### src/rtl/mrlf_ram.sv
// Generic single write port RAM with registered read
`timescale 1ns / 1ps
module mrlf_ram #(
    parameter int WIDTH = 16,
    parameter int DEPTH = 32,
    localparam int AW   = $clog2(DEPTH)
) (
    input  logic             i_clk,
    input  logic             i_we,
    input  logic [AW-1:0]    i_waddr,
    input  logic [WIDTH-1:0] i_wdata,
    input  logic             i_re,
    input  logic [AW-1:0]    i_raddr,
    output logic [WIDTH-1:0] o_rdata
);

    logic [WIDTH-1:0] r_mem [DEPTH];
    logic [WIDTH-1:0] r_rdata;

    // Write port
    always_ff @(posedge i_clk) begin
        if (i_we) begin
            r_mem[i_waddr] <= i_wdata;
        end
    end

    // Registered read port
    always_ff @(posedge i_clk) begin
        if (i_re) begin
            r_rdata <= r_mem[i_raddr];
        end
    end

    assign o_rdata = r_rdata;

endmodule

### config.mk
export PLATFORM = sky130hd
export DESIGN_NAME = mrlf_ram
export DESIGN_NICKNAME = d
export VERILOG_FILES = /design/src/rtl/mrlf_ram.sv
export SDC_FILE = /design/constraint.sdc
export NUM_CORES = 1
export LEC_CHECK = 0
export ABC_CLOCK_PERIOD_IN_PS = 5690
export BUFFER_PORTS_ARGS = -buffer_cell sky130_fd_sc_hd__buf_2
export CAP_MARGIN = 20
export CORE_UTILIZATION = 50
export DETAILED_ROUTE_END_ITERATION = 10
export PLACE_DENSITY = 0.75
export SETUP_SLACK_MARGIN = 0.1
export SYNTH_ARGS = -nofsm -noshare
export SYNTH_HDL_FRONTEND = slang
export SYNTH_SLANG_ARGS = --single-unit
### constraint.sdc
create_clock -name i_clk -period 5.69 [get_ports i_clk]
set_input_delay 0.569 -clock i_clk [delete_from_list [all_inputs] [get_ports i_clk]]
set_output_delay 0.569 -clock i_clk [all_outputs]
set_load 0.02 [all_outputs]
==> impl_table.tex <==
\begin{tabular}{lr}
\hline
Metric & Value \\
\hline
\multicolumn{2}{l}{\textbf{Clocking}} \\
\# H-tree levels & 2 \\
Master cell of the clock root buffer & sky130\_fd\_sc\_hd\_\_clkbuf\_16 \\
Clock sink count & between 500 and 600 \\
Post-cts resize count & 0 \\
Total CTS buffers & 50 \\
Buffers from clock root to sink, at most & 3 \\
Worst-Skew Late Latency & approximately 0.57 ns \\
Number of hold buffers added after cts & 0 \\
Number of buffers added for setup after CTS & 0 \\
Clock transition at path regs & 0.06 ns \\
Clock tree from TritonCTS & built \\
\multicolumn{2}{l}{\textbf{Power and ir drop}} \\
Switching share of power & 0.206 \\
Combinational Power Share & 0.052 \\
Internal Power & 0.00642 W \\
Worst supply voltage drop on vdd & 0.350 mV \\
Leak Pwr & 8.02 nW \\
Reg power frac & 0.539 \\
Clock power share & 0.409 \\
Power density over the cells & 351 nW/um\^{}2 \\
Switching pwr & 0.00167 W \\
\multicolumn{2}{l}{\textbf{Yosys}} \\
Synth warnings & 0 \\
Sequential area share after synthesis & 0.766 \\
Most area-hungry cell type in the Yosys netlist & sky130\_fd\_sc\_hd\_\_edfxtp\_1 \\
Top cells by count, synth & sky130\_fd\_sc\_hd\_\_edfxtp\_1 (528), sky130\_fd\_sc\_hd\_\_mux2i\_1 (256), sky130\_fd\_sc\_hd\_\_a22oi\_1 (64) \\
Dominant synthesized flop cell & sky130\_fd\_sc\_hd\_\_edfxtp\_1 \\
Post-synthesis instance area & 20700 sq um \\
Register bit count reported by yosys & 528 \\
Cell count after synthesis & 1143 \\
Syn nets & 1172 \\
Count of flip-flops with a built-in enable after synthesis & 528 \\
Asr flop ratio synth & 0 \\
Cell with the most instances after synthesis & sky130\_fd\_sc\_hd\_\_edfxtp\_1 \\
Netlist cell types & 25 \\
Average footprint of a synthesized cell & 18.1 sq um \\
Portion of synthesized cell area occupied by the leading cell type & 0.766 \\
Cell types with the largest area share after synthesis & sky130\_fd\_sc\_hd\_\_edfxtp\_1 (77\%), sky130\_fd\_sc\_hd\_\_mux2i\_1 (12\%), sky130\_fd\_sc\_hd\_\_a22oi\_1 (2.3\%) \\
\multicolumn{2}{l}{\textbf{Die}} \\
Width of the die & just over 200 um \\
Initial standard-cell utilization of the core & 0.507 \\
Row count & 74 \\
Top Ports & 45 \\
Vertical extent of the die & 205 um \\
Area of the die & roughly 42000 sq um \\
Core region area & 40800 sq um \\
\multicolumn{2}{l}{\textbf{Final layout}} \\
Area overhead of the layout relative to synthesis & 11.3\% \\
Sequential cell area & 15900 sq um \\
Final non-filler cell total & 1783 \\
Filler instances & 3006 \\
Final non-filler cell area & 23000 sq um \\
Multi-input gate area in the final layout & $\sim$4300 sq um \\
Share of post-route cells with drive strength above 1 & 0.128 \\
Count of nets after finishing & approximately 1.2k \\
\multicolumn{2}{l}{\textbf{Drt}} \\
DRC Markers & 0 \\
WL/cell & 25.6 um \\
Vias post-DR & 10.8k \\
Wirelength, routed & 45700 um \\
Pre-antenna DRT Iters & 5 \\
Remaining antenna violation count & 0 \\
Initial detailed-routing violation count & 1087 \\
Drt via density & 6.07 \\
\multicolumn{2}{l}{\textbf{Placement}} \\
IO Port Bufs & 44 \\
Worst slack, placed & 2.39 ns \\
Sum of net half-perimeters after detailed placement & roughly 26000 um \\
Placed cells & between 1.5k and 2k \\
Placer congestion estimate & about 0.9 \\
Dpl cell area & 21400 sq um \\
\multicolumn{2}{l}{\textbf{GRT}} \\
Number of global-route vias before repair & 10.6k \\
Antenna violations before repair & 0 \\
Global route overflow & 0 \\
First-pass GRT wire length & 66900 um \\
Pin count of the biggest net entering global routing & 116 \\
Global routing usage summed across all routing layers & 0.219 \\
\multicolumn{2}{l}{\textbf{STA}} \\
Shortest period the worst path allows & 2.77 ns \\
Finish-stage setup viols & 0 \\
Slew headroom & 0.218 \\
Aggregate negative setup slack & 0 ns \\
RSZ-0062 raised after global routing & no \\
Worst Clk Skew & roughly 0.014 ns \\
Final number of max-transition violations & 0 \\
Maximum clock frequency & 361 MHz \\
Ratio of final minimum period to clock period & 0.487 \\
Transition time of the tightest slew-check pin & 1.17 ns \\
Crit path setup slack, layout & 2.92 ns \\
Number of hold violations in the final report & 0 \\
\multicolumn{2}{l}{\textbf{Setup path}} \\
Critical path fanouts, max & $\sim$120 \\
Required time of the worst setup path & 5.98 ns \\
Arrival time at the worst endpoint & around 3.1 ns \\
CP Capture Type & flop \\
Kind of critical path & in2reg \\
Category of the worst setup path launch point & input pin \\
\multicolumn{2}{l}{\textbf{Run status}} \\
Run status & completed \\
\multicolumn{2}{l}{\textbf{Hold path}} \\
HP Class & in2reg \\
\multicolumn{2}{l}{\textbf{Job}} \\
Max capacitance violation total & 0 \\
\hline
\end{tabular}
-- state kept, by name (all words and copies together) (netlist names) --
register  cells
o_rdata      16
r_mem       512
-- through the flow --
| step | total power, W | util | hold slack [ns] |
|---|---|---|---|
| 2_1_floorplan | 0.00469 | - | 0.629 |
| 3_3_place_gp | 0.00484 | 0.523 | 0.678 |
| 4_1_cts | 0.00813 | 0.564 | 0.474 |
| 5_1_grt | 0.00830 | 0.564 | 0.491 |
| 6_report | 0.00809 | 0.564 | 0.494 |
| 3_5_place_dp | 0.00486 | 0.523 | 0.701 |
-- logic make-up (layout without fill, tap and decap cells) --
| kind of cell | after synthesis | count (layout) | share of synthesized area |
|---|---|---|---|
| flops | 528 | 528 | 0.766 |
| mux | 256 | 256 | 0.124 |
| simple gates | 148 | 148 | 0.0346 |
| compound gates | 144 | 144 | 0.0493 |
| buf+inv | 67 | 173 | 0.0261 |
| other cells | 0 | 2 | 0 |
-- layout by cell type (no fill, tap or decap), types with 33 or more instances in the layout --
master,netlist,routed
sky130_fd_sc_hd__buf_4,19,38
sky130_fd_sc_hd__nand3_1,34,34
sky130_fd_sc_hd__edfxtp_1,528,528
sky130_fd_sc_hd__clkbuf_16,0,51
sky130_fd_sc_hd__mux2i_1,256,256
sky130_fd_sc_hd__buf_2,19,43
sky130_fd_sc_hd__nand2_1,33,33
sky130_fd_sc_hd__nor2_1,33,33
sky130_fd_sc_hd__a22oi_1,64,64
-- power groups by stage --
stage	clock network, W	logic, W	registers, W
detailed placement	0	0.000413	0.00444
finish	0.00331	0.000417	0.00436
global route	0.00350	0.000441	0.00436
floorplan	0	0.000243	0.00445
global placement	0	0.000404	0.00444
CTS	0.00336	0.000414	0.00436
-- worst max-delay path, stage by stage --
cell                      delay [ns]
sky130_fd_sc_hd__buf_8          0.77
sky130_fd_sc_hd__buf_4          0.65
sky130_fd_sc_hd__mux2i_1        0.24
sky130_fd_sc_hd__a22oi_1        0.12
sky130_fd_sc_hd__a31oi_1        0.44
sky130_fd_sc_hd__nand3_1        0.14
-- path summary, 6_finish.rpt --
| path | startpoint | endpoint | slack, ns | depth (start not counted) |
|---|---|---|---|---|
| worst max register to register | r_mem[3][7] | o_rdata[7] | 3.93 | 5 |
| worst max-delay path | i_raddr[0] | o_rdata[0] | 2.92 | 6 |
| worst min-delay path | i_re | o_rdata[2] | 0.49 | 1 |
| worst min register to register | r_mem[17][9] | o_rdata[9] | 0.71 | 4 |
-- per-layer routing --
layer | wire (um) | GRT usage | vias to the layer above
met5 | 0 | 0 | -
li1 | - | - | 4722
met2 | 21800 | 0.353 | 598
met4 | 1080 | 0.0603 | 0
met3 | 4280 | 0.0390 | 77
met1 | 18600 | 0.307 | 5423
-- area by class of cell --
cell class | count | area share
Clock inverter | 31 | 0.0146
Antenna cell | 2 | 0.000217
Tap cell | 532 | 0.0289
Sequential cell | 528 | 0.688
Timing Repair Buffer | 84 | 0.0241
Clock buffer | 58 | 0.0565
Multi-Input combinational cell | 548 | 0.187
Note: power is estimated with default switching activity, not from simulation.
